File: config.mk
export PLATFORM = sky130hd
export DESIGN_NAME = uart_register_datagram_engine_unit
export DESIGN_NICKNAME = d
export VERILOG_FILES = /design/src/design/udg_pkg.sv /design/src/design/udg_queue.sv /design/src/design/udg_front.sv /design/src/design/udg_back.sv /design/src/design/uart_register_datagram_engine_unit.sv
export SDC_FILE = /design/constraint.sdc
export NUM_CORES = 1
export LEC_CHECK = 0
export ABC_CLOCK_PERIOD_IN_PS = 8800
export BUFFER_PORTS_ARGS = -buffer_cell sky130_fd_sc_hd__buf_2
export CORE_MARGIN = 2
export CORE_UTILIZATION = 58
export CTS_BUF_LIST = sky130_fd_sc_hd__clkbuf_8 sky130_fd_sc_hd__clkbuf_16
export DETAILED_ROUTE_END_ITERATION = 8
export PLACE_DENSITY = 0.77
export SYNTH_ARGS = -nofsm -noshare
export SYNTH_HDL_FRONTEND = slang
export SYNTH_SLANG_ARGS = --single-unit
File: constraint.sdc
create_clock -name clk -period 8.8 [get_ports clk]
set_clock_uncertainty 0.05 [all_clocks]
set_input_delay 0.44 -clock clk [delete_from_list [all_inputs] [get_ports clk]]
set_output_delay 0.44 -clock clk [all_outputs]
set_load 0.01 [all_outputs]
File: src/design/udg_pkg.sv
`timescale 1ns / 1ps
`default_nettype none
// ----------------------------------------------------------------------------
// udg_pkg
// Shared types, protocol constants and the crc-8 byte update for the uart
// register datagram engine.
// ----------------------------------------------------------------------------
package udg_pkg;

    // command codes of an input item
    localparam logic [1:0] MODE_WRITE = 2'd0;
    localparam logic [1:0] MODE_READ  = 2'd1;
    localparam logic [1:0] MODE_RX    = 2'd2;
    localparam logic [1:0] MODE_NONE  = 2'd3;

    // result kinds
    localparam logic KIND_TX   = 1'b0;
    localparam logic KIND_READ = 1'b1;

    // read status codes
    localparam logic [2:0] ST_OK        = 3'd0;
    localparam logic [2:0] ST_BAD_SYNC  = 3'd1;
    localparam logic [2:0] ST_BAD_MASTER = 3'd2;
    localparam logic [2:0] ST_BAD_ADDR  = 3'd3;
    localparam logic [2:0] ST_BAD_CRC   = 3'd4;

    // protocol bytes
    localparam logic [7:0] SYNC_BYTE   = 8'h05;
    localparam logic [7:0] MASTER_ADDR = 8'hFF;
    localparam logic [7:0] CRC_POLY    = 8'h07;

    // configuration register indexes
    localparam logic REG_NODE_ADDRESS = 1'b0;
    localparam logic REG_FORCE_ZERO   = 1'b1;

    // work handed from the front to the back
    typedef struct packed {
        logic        kind;       // KIND_TX: send a request datagram, KIND_READ: read result
        logic        is_write;   // request is a write datagram
        logic [6:0]  reg_address;
        logic [7:0]  node;
        logic [31:0] value;      // write value or assembled read value
        logic [2:0]  status;
    } udg_job_t;

    // crc-8 update, byte taken lsb first, register shifting left
    function automatic logic [7:0] crc8_feed(input logic [7:0] crc_in, input logic [7:0] data);
        logic [7:0] crc;
        logic       top;
        crc = crc_in;
        for (int k = 0; k < 8; k++)
        begin
            top = crc[7];
            crc = {crc[6:0], 1'b0};
            if (top ^ data[k])
            begin
                crc = crc ^ CRC_POLY;
            end
        end
        return crc;
    endfunction

endpackage
`default_nettype wire

File: src/design/udg_queue.sv
`timescale 1ns / 1ps
`default_nettype none
// ----------------------------------------------------------------------------
// udg_queue
// Two-entry job queue between the front and the back.
// ----------------------------------------------------------------------------
module udg_queue
(
    input  wire logic             clk,
    input  wire logic             rst_n,
    input  wire logic             push,
    input  wire udg_pkg::udg_job_t push_job,
    output logic                  not_full,
    input  wire logic             pop,
    output logic                  not_empty,
    output udg_pkg::udg_job_t     head_job
);

    udg_pkg::udg_job_t mem_reg [2];
    logic       wr_ptr_reg, wr_ptr_next;
    logic       rd_ptr_reg, rd_ptr_next;
    logic [1:0] count_reg, count_next;

    // occupancy
    assign not_full  = (count_reg != 2'd2);
    assign not_empty = (count_reg != 2'd0);
    assign head_job  = mem_reg[rd_ptr_reg];

    // pointer and count update
    always_comb
    begin
        wr_ptr_next = push ? ~wr_ptr_reg : wr_ptr_reg;
        rd_ptr_next = pop ? ~rd_ptr_reg : rd_ptr_reg;
        count_next  = count_reg;
        if (push && !pop)
        begin
            count_next = count_reg + 2'd1;
        end
        else if (pop && !push)
        begin
            count_next = count_reg - 2'd1;
        end
    end

    always_ff @(posedge clk or negedge rst_n)
    begin
        if (!rst_n)
        begin
            wr_ptr_reg <= 1'b0;
            rd_ptr_reg <= 1'b0;
            count_reg  <= 2'd0;
        end
        else
        begin
            wr_ptr_reg <= wr_ptr_next;
            rd_ptr_reg <= rd_ptr_next;
            count_reg  <= count_next;
        end
    end

    // storage
    always_ff @(posedge clk)
    begin
        if (push)
        begin
            mem_reg[wr_ptr_reg] <= push_job;
        end
    end

endmodule
`default_nettype wire

File: src/design/udg_front.sv
`timescale 1ns / 1ps
`default_nettype none
// ----------------------------------------------------------------------------
// udg_front
// Accepts items, turns commands into datagram jobs and checks reply bytes,
// producing a read result job after the eighth reply byte.
// ----------------------------------------------------------------------------
module udg_front
(
    input  wire logic              clk,
    input  wire logic              rst_n,
    input  wire logic              accept,
    input  wire logic [1:0]        mode,
    input  wire logic [6:0]        reg_address,
    input  wire logic [31:0]       write_value,
    input  wire logic [7:0]        rx_byte,
    input  wire logic [7:0]        node,
    output logic                   push,
    output udg_pkg::udg_job_t      push_job
);

    logic        pending_reg, pending_next;
    logic [2:0]  index_reg, index_next;
    logic [7:0]  crc_reg, crc_next;
    logic [6:0]  exp_addr_reg, exp_addr_next;
    logic [31:0] shift_reg, shift_next;
    logic [2:0]  ferr_reg, ferr_next;
    logic [2:0]  final_status;

    // status of a completed reply
    always_comb
    begin
        final_status = ferr_reg;
        if (ferr_reg == udg_pkg::ST_OK && rx_byte != crc_reg)
        begin
            final_status = udg_pkg::ST_BAD_CRC;
        end
    end

    // classify the item and advance the reply checker
    always_comb
    begin
        pending_next  = pending_reg;
        index_next    = index_reg;
        crc_next      = crc_reg;
        exp_addr_next = exp_addr_reg;
        shift_next    = shift_reg;
        ferr_next     = ferr_reg;
        push          = 1'b0;

        push_job.kind        = udg_pkg::KIND_TX;
        push_job.is_write    = (mode == udg_pkg::MODE_WRITE);
        push_job.reg_address = reg_address;
        push_job.node        = node;
        push_job.value       = write_value;
        push_job.status      = udg_pkg::ST_OK;

        if (accept)
        begin
            unique case (mode)
                udg_pkg::MODE_WRITE:
                begin
                    push         = 1'b1;
                    pending_next = 1'b0;
                    index_next   = 3'd0;
                end
                udg_pkg::MODE_READ:
                begin
                    push          = 1'b1;
                    pending_next  = 1'b1;
                    index_next    = 3'd0;
                    crc_next      = 8'h00;
                    exp_addr_next = reg_address;
                    shift_next    = 32'h0;
                    ferr_next     = udg_pkg::ST_OK;
                end
                udg_pkg::MODE_RX:
                begin
                    if (pending_reg)
                    begin
                        if (index_reg == 3'd7)
                        begin
                            push            = 1'b1;
                            push_job.kind   = udg_pkg::KIND_READ;
                            push_job.status = final_status;
                            push_job.value  = (final_status == udg_pkg::ST_OK) ?
                                              shift_reg : 32'h0;
                            pending_next    = 1'b0;
                            index_next      = 3'd0;
                        end
                        else
                        begin
                            if (ferr_reg == udg_pkg::ST_OK)
                            begin
                                if (index_reg == 3'd0 && rx_byte != udg_pkg::SYNC_BYTE)
                                begin
                                    ferr_next = udg_pkg::ST_BAD_SYNC;
                                end
                                else if (index_reg == 3'd1 && rx_byte != udg_pkg::MASTER_ADDR)
                                begin
                                    ferr_next = udg_pkg::ST_BAD_MASTER;
                                end
                                else if (index_reg == 3'd2 && rx_byte != {1'b0, exp_addr_reg})
                                begin
                                    ferr_next = udg_pkg::ST_BAD_ADDR;
                                end
                            end
                            if (index_reg >= 3'd3)
                            begin
                                shift_next = {shift_reg[23:0], rx_byte};
                            end
                            crc_next   = udg_pkg::crc8_feed(crc_reg, rx_byte);
                            index_next = index_reg + 3'd1;
                        end
                    end
                end
                udg_pkg::MODE_NONE:
                begin
                end
                default:
                begin
                end
            endcase
        end
    end

    always_ff @(posedge clk or negedge rst_n)
    begin
        if (!rst_n)
        begin
            pending_reg  <= 1'b0;
            index_reg    <= 3'd0;
            crc_reg      <= 8'h00;
            exp_addr_reg <= 7'd0;
            shift_reg    <= 32'h0;
            ferr_reg     <= udg_pkg::ST_OK;
        end
        else
        begin
            pending_reg  <= pending_next;
            index_reg    <= index_next;
            crc_reg      <= crc_next;
            exp_addr_reg <= exp_addr_next;
            shift_reg    <= shift_next;
            ferr_reg     <= ferr_next;
        end
    end

endmodule
`default_nettype wire

File: src/design/udg_back.sv
`timescale 1ns / 1ps
`default_nettype none
// ----------------------------------------------------------------------------
// udg_back
// Byte sequencer: walks a datagram job one byte per cycle unless stalled,
// with a running crc, or passes a read result job, into the output register.
// ----------------------------------------------------------------------------
module udg_back
(
    input  wire logic              clk,
    input  wire logic              rst_n,
    input  wire logic              job_valid,
    input  wire udg_pkg::udg_job_t job,
    output logic                   job_pop,
    output logic                   out_valid,
    input  wire logic              out_ready,
    output logic                   out_kind,
    output logic [7:0]             tx_byte,
    output logic                   tx_last,
    output logic [31:0]            read_value,
    output logic [2:0]             read_status
);

    udg_pkg::udg_job_t job_reg;
    udg_pkg::udg_job_t cur;
    logic        busy_reg, busy_next;
    logic [2:0]  idx_reg;
    logic [7:0]  crc_reg;
    logic [2:0]  idx;
    logic [7:0]  crc_cur;
    logic [7:0]  data_byte;
    logic        last;
    logic        fire;
    logic        valid_reg;
    logic        kind_reg;
    logic [7:0]  byte_reg;
    logic        last_reg;
    logic [31:0] value_reg;
    logic [2:0]  status_reg;

    // current job: the one in progress or the queue head
    assign cur     = busy_reg ? job_reg : job;
    assign idx     = busy_reg ? idx_reg : 3'd0;
    assign crc_cur = busy_reg ? crc_reg : 8'h00;
    assign fire    = (busy_reg || job_valid) && (!valid_reg || out_ready);
    assign job_pop = fire && !busy_reg;

    // datagram byte at the current position
    always_comb
    begin
        unique case (idx)
            3'd0:    data_byte = udg_pkg::SYNC_BYTE;
            3'd1:    data_byte = cur.node;
            3'd2:    data_byte = {cur.is_write, cur.reg_address};
            3'd3:    data_byte = cur.value[31:24];
            3'd4:    data_byte = cur.value[23:16];
            3'd5:    data_byte = cur.value[15:8];
            3'd6:    data_byte = cur.value[7:0];
            default: data_byte = 8'h00;
        endcase
        last = cur.is_write ? (idx == 3'd7) : (idx == 3'd3);
    end

    // sequencing state
    always_comb
    begin
        busy_next = busy_reg;
        if (fire)
        begin
            busy_next = (cur.kind == udg_pkg::KIND_TX) && !last;
        end
    end

    always_ff @(posedge clk or negedge rst_n)
    begin
        if (!rst_n)
        begin
            busy_reg  <= 1'b0;
            valid_reg <= 1'b0;
        end
        else
        begin
            busy_reg <= busy_next;
            if (fire)
            begin
                valid_reg <= 1'b1;
            end
            else if (out_ready)
            begin
                valid_reg <= 1'b0;
            end
        end
    end

    // job copy, position, crc and output payload
    always_ff @(posedge clk)
    begin
        if (fire)
        begin
            job_reg <= cur;
            idx_reg <= idx + 3'd1;
            crc_reg <= udg_pkg::crc8_feed(crc_cur, data_byte);
            if (cur.kind == udg_pkg::KIND_READ)
            begin
                kind_reg   <= udg_pkg::KIND_READ;
                byte_reg   <= 8'h00;
                last_reg   <= 1'b0;
                value_reg  <= cur.value;
                status_reg <= cur.status;
            end
            else
            begin
                kind_reg   <= udg_pkg::KIND_TX;
                byte_reg   <= last ? crc_cur : data_byte;
                last_reg   <= last;
                value_reg  <= 32'h0;
                status_reg <= udg_pkg::ST_OK;
            end
        end
    end

    assign out_valid   = valid_reg;
    assign out_kind    = kind_reg;
    assign tx_byte     = byte_reg;
    assign tx_last     = last_reg;
    assign read_value  = value_reg;
    assign read_status = status_reg;

endmodule
`default_nettype wire

File: src/design/uart_register_datagram_engine_unit.sv
`timescale 1ns / 1ps
`default_nettype none
// ----------------------------------------------------------------------------
// uart_register_datagram_engine_unit
// Host side of a single-wire uart register protocol with crc-8 (poly 0x07).
// ----------------------------------------------------------------------------
// A write command produces eight transmit items (sync, node, address with
// bit 7 set, four value bytes msb first, crc) and a read command four
// (sync, node, address, crc); received bytes are checked by the front as
// they are accepted and the eighth reply byte yields one read result item
// with the value and status. The back emits one item per cycle while
// rsp_ready does not hold the output; this byte rate of the back sequencer
// sets throughput, and a two-entry job queue lets new items be taken while
// a datagram is still going out. Configuration sits at byte address 0
// (node_address) and 4 (force_node_zero, reset 1).
// ----------------------------------------------------------------------------
module uart_register_datagram_engine_unit
(
    input  wire logic        clk,
    input  wire logic        rst_n,
    // apb configuration port
    input  wire logic        psel,
    input  wire logic        penable,
    input  wire logic        pwrite,
    input  wire logic [2:0]  paddr,
    input  wire logic [31:0] pwdata,
    output logic [31:0]      prdata,
    output logic             pready,
    // command and received byte items
    input  wire logic        cmd_valid,
    output logic             cmd_ready,
    input  wire logic [1:0]  mode,
    input  wire logic [6:0]  reg_address,
    input  wire logic [31:0] write_value,
    input  wire logic [7:0]  rx_byte,
    // result items
    output logic             rsp_valid,
    input  wire logic        rsp_ready,
    output logic             out_kind,
    output logic [7:0]       tx_byte,
    output logic             tx_last,
    output logic [31:0]      read_value,
    output logic [2:0]       read_status
);

    logic [7:0]        node_address_reg;
    logic              force_zero_reg;
    logic              cfg_write;
    logic              accept;
    logic [7:0]        node;
    logic              push;
    udg_pkg::udg_job_t push_job;
    logic              q_not_full;
    logic              q_not_empty;
    logic              pop;
    udg_pkg::udg_job_t head_job;

    // configuration registers
    assign pready    = 1'b1;
    assign cfg_write = psel && penable && pwrite;

    always_ff @(posedge clk or negedge rst_n)
    begin
        if (!rst_n)
        begin
            node_address_reg <= 8'h00;
            force_zero_reg   <= 1'b1;
        end
        else if (cfg_write)
        begin
            unique case (paddr[2])
                udg_pkg::REG_NODE_ADDRESS: node_address_reg <= pwdata[7:0];
                udg_pkg::REG_FORCE_ZERO:   force_zero_reg   <= pwdata[0];
                default:                   node_address_reg <= node_address_reg;
            endcase
        end
    end

    // register read back
    always_comb
    begin
        unique case (paddr[2])
            udg_pkg::REG_NODE_ADDRESS: prdata = {24'h0, node_address_reg};
            udg_pkg::REG_FORCE_ZERO:   prdata = {31'h0, force_zero_reg};
            default:                   prdata = 32'h0;
        endcase
    end

    assign node      = force_zero_reg ? 8'h00 : node_address_reg;
    assign cmd_ready = q_not_full;
    assign accept    = cmd_valid && cmd_ready;

    udg_front u_front
    (
        .clk         (clk),
        .rst_n       (rst_n),
        .accept      (accept),
        .mode        (mode),
        .reg_address (reg_address),
        .write_value (write_value),
        .rx_byte     (rx_byte),
        .node        (node),
        .push        (push),
        .push_job    (push_job)
    );

    udg_queue u_queue
    (
        .clk       (clk),
        .rst_n     (rst_n),
        .push      (push),
        .push_job  (push_job),
        .not_full  (q_not_full),
        .pop       (pop),
        .not_empty (q_not_empty),
        .head_job  (head_job)
    );

    udg_back u_back
    (
        .clk         (clk),
        .rst_n       (rst_n),
        .job_valid   (q_not_empty),
        .job         (head_job),
        .job_pop     (pop),
        .out_valid   (rsp_valid),
        .out_ready   (rsp_ready),
        .out_kind    (out_kind),
        .tx_byte     (tx_byte),
        .tx_last     (tx_last),
        .read_value  (read_value),
        .read_status (read_status)
    );

endmodule
`default_nettype wire
==> out/summary.log <==
[run_status] run status completed
[place] number of input and output port buffers inserted 119
[logic_synthesis] cell type contributing the most total cell area after synthesis sky130_fd_sc_hd__edfxtp_1
[timing] RSZ-0062 raised after global routing no
[detailed_routing] DR vias 7871
[grt] total routing usage reported by global routing 0.2244
[logic_synthesis] Synth area leaders sky130_fd_sc_hd__edfxtp_1 50%, sky130_fd_sc_hd__dfrtp_1 13%, sky130_fd_sc_hd__mux2i_1 4.7%
[timing] number of setup violations in the final report 0
[hold_path] worst min-delay path class input port to asynchronous set/reset pin
[detailed_routing] detailed-route wire length 25.84 mm
[grt] vias in the first global route 7561
[final_layout] count of non-filler cells in the finished layout 1390
[worst_setup_path] endpoint type of the worst setup path flip-flop
[logic_synthesis] Unique masters post-synth 64
[timing] transition time at the pin with the least slew margin 1.081 ns
[timing] smallest hold slack 0.03109 ns
[worst_setup_path] kind of start point of the critical path flip-flop
[clock_network] clock slew seen by the registers of the worst setup and hold paths 0.06 ns
[timing] fmax 279.4 MHz
[timing] number of failing hold endpoints at the final stage 0
[final_layout] number of flip-flops under the largest register name 104
[power] combinational share of power 0.302
[logic_synthesis] Cell Area, Synth 12690 um2
[logic_synthesis] Main synth FF type sky130_fd_sc_hd__edfxtp_1
[job] number of max-cap violations 0
[power] power share of the sequential group 0.450
[place] post-detailed-placement half-perimeter wirelength 17.07 mm
[die] width of the chip 151.9 um
[power] P_sw 1.632 mW
[die] I/O pin total 171
[detailed_routing] first-iteration detailed-routing DRC count 690
[clock_network] latest clock arrival within the worst-skew pair 0.53 ns
[detailed_routing] DRC violation count after routing 0
[worst_setup_path] required time reported for the critical path endpoint 9.02 ns
[die] Die Area 23080 um2
[grt] met1 track demand over resource in global routing 0.3318
[clock_network] Clock Path Buffers 3
[power] power share of the clock group 0.248
[logic_synthesis] Yosys top cell area share 0.4993
[final_layout] Area growth syn-to-layout 13.23%
[detailed_routing] routed wirelength normalized by instance count 18.59 um
[logic_synthesis] top cells by instance count after synthesis 211 x sky130_fd_sc_hd__edfxtp_1, 141 x sky130_fd_sc_hd__nand2_1, 84 x sky130_fd_sc_hd__o21ai_0, 67 x sky130_fd_sc_hd__dfrtp_1, 59 x sky130_fd_sc_hd__mux2i_1
[power] total power after layout 5.009 mW
[detailed_routing] detailed-router iteration count before antenna repair 5
[clock_network] number of buffers added for setup after CTS 0
[worst_setup_path] flop2flop setup slack 5.22 ns
[clock_network] TritonCTS Sinks 279
[detailed_routing] Final ANT Viol Nets 0
[clock_network] root buffer cell sky130_fd_sc_hd__clkbuf_16
[logic_synthesis] EDFF count, synth 211
[grt] antenna violations before repair 0
[final_layout] fraction of final layout cells sized beyond drive strength 1 0.1901
[final_layout] count of nets after finishing 1192
[place] last weighted congestion value of the routability-driven placer 0.8736
[worst_setup_path] arrival time of the worst setup path 3.80 ns
[timing] post-route minimum period 3.579 ns
[timing] setup TNS 0 ns
[die] # rows 54
[clock_network] clock tree from TritonCTS built
[place] # placed instances 1338
[timing] period utilisation layout 0.4067
[worst_setup_path] Worst Path Class, Setup flip-flop to flip-flop
[grt] first-pass GRT wire length 41.54 mm
[grt] total overflow reported by the global router 0
[logic_synthesis] sequential area share after synthesis 0.6335
[grt] layer carrying the most global-route usage met2
[logic_synthesis] fraction of registers with async set/reset 0.2437
[logic_synthesis] post-synthesis sequential element count 279
[die] height of the chip 151.9 um
[power] Max IR drop VDD 0.1886 mV
[logic_synthesis] Synth Warn # 0
[clock_network] Hold-fix buffers, CTS 0
[power] Switching Share 0.3259
[detailed_routing] Vias/cell 5.663
[timing] Max-Slew Margin vs Limit 0.2738
[clock_network] total clock buffers created by CTS 28
[logic_synthesis] mean post-synth cell area 12.86 um2
[logic_synthesis] most instantiated library cell after synthesis sky130_fd_sc_hd__edfxtp_1
[worst_setup_path] highest fanout seen on the critical path 95
[die] effective utilization at floorplan 0.5869
[grt] pin count of the biggest net entering global routing 96
[timing] max-slew violations 0
[grt] routing usage on met3 0.03023
[final_layout] Core Util, Final 0.6646
[logic_synthesis] gate count after technology mapping 987
[clock_network] CTS-repair resized insts 0
[grt] met2 track utilization from global routing 0.3518
[final_layout] ANT cells 0
[power] leak pwr 5.687 nW
[clock_network] CTS H-tree depth 1
[power] power per standard cell area 348.6 nW/um2
[die] area of the placeable core 21620 um2
[power] Internal Power 3.377 mW
==> cell usage in the layout (no fill, tap or decap), types with 11 or more instances in the layout <==
master | netlist | final
sky130_fd_sc_hd__mux2_2 | 20 | 20
sky130_fd_sc_hd__inv_1 | 23 | 26
sky130_fd_sc_hd__nor2b_1 | 21 | 20
sky130_fd_sc_hd__xnor2_1 | 32 | 32
sky130_fd_sc_hd__o21ai_0 | 84 | 84
sky130_fd_sc_hd__clkbuf_16 | 0 | 29
sky130_fd_sc_hd__ha_1 | 13 | 13
sky130_fd_sc_hd__buf_4 | 28 | 11
sky130_fd_sc_hd__and2_1 | 38 | 37
sky130_fd_sc_hd__dfrtp_1 | 67 | 65
sky130_fd_sc_hd__nand2_1 | 141 | 141
sky130_fd_sc_hd__buf_2 | 13 | 119
sky130_fd_sc_hd__mux2i_1 | 59 | 59
sky130_fd_sc_hd__a21oi_1 | 12 | 12
sky130_fd_sc_hd__conb_1 | 2 | 25
sky130_fd_sc_hd__edfxtp_1 | 211 | 211
sky130_fd_sc_hd__xor2_1 | 25 | 25
sky130_fd_sc_hd__a22o_1 | 36 | 36
sky130_fd_sc_hd__nor2_1 | 16 | 15
==> power groups by stage <==
stage	Clock [mW]	Sequential [mW]	Combinational (mW)
floorplan	0	2.22	1.12
finish	1.24	2.25	1.51
detailed placement	0	2.27	1.51
global placement	0	2.25	1.47
global route	1.32	2.30	1.66
CTS	1.26	2.25	1.52
==> through the flow <==
step                cell area, um2  setup slack (ns)
global placement             13390             5.291
global route                 14370             4.867
finish                       14370             5.221
floorplan                    12780             1.823
detailed placement           13390             5.218
CTS                          14370             5.229
==> final cells by class <==
type,count,area [um2]
tap,280,350.3
fill,1587,7252
inverter,24,90.09
clock buffer,29,725.7
timing repair buffer,130,678.2
sequential,279,8044
clock inverter,23,256.5
multi-input combinational,625,4224
==> layer usage <==
layer  wire length, um  vias up  share of wire
met5                 0        -              0
met4               740        0          0.029
met3              1420       46          0.055
met2             12360      259           0.48
met1             11320     3850           0.44
li1                  -     3716              -
==> worst max-delay path, stage by stage (launching register included) <==
cell and delay [ns]:
sky130_fd_sc_hd__dfrtp_4 0.65, sky130_fd_sc_hd__buf_4 0.67, sky130_fd_sc_hd__nand2_1 0.18, sky130_fd_sc_hd__nor2_1 0.19
sky130_fd_sc_hd__ha_1 0.41, sky130_fd_sc_hd__a21boi_0 0.15, sky130_fd_sc_hd__o221ai_1 0.11, sky130_fd_sc_hd__a221o_1 0.26
sky130_fd_sc_hd__xnor2_1 0.21, sky130_fd_sc_hd__xor3_1 0.37
==> cells by family (layout without fill, tap and decap cells) <==
kind of cell / Yosys count / in the layout / share of synthesized area
AOI/OAI and AO/OA: 178 / 178 / 0.09200
xor gates and xnor gates: 63 / 63 / 0.05009
adders and majority gates: 13 / 13 / 0.01282
buffers and inverters: 106 / 206 / 0.04269
DFF: 279 / 279 / 0.6335
muxes: 80 / 80 / 0.06518
other: 2 / 25 / 0.0005918
and+or+nand+nor: 266 / 266 / 0.1031
==> worst paths after layout <==
check,start,to,cells past startpoint
min,rst_n,node_address_reg[4]$_DFFE_PN0P_,2
min in group clk,reg_address[2],u_queue.mem_reg[1][45]$_DFFE_PP_,1
max,u_back.busy_reg$_DFFE_PN0P_,u_back.crc_reg[7]$_DFFE_PP_,9
max in group asynchronous,rst_n,u_back.busy_reg$_DFFE_PN0P_,2
min reg2reg,u_front.shift_reg[31]$_DFFE_PN0P_,u_front.shift_reg[31]$_DFFE_PN0P_,2
max reg2reg,u_back.busy_reg$_DFFE_PN0P_,u_back.crc_reg[7]$_DFFE_PP_,9
Power figures use the tool's default switching activity.
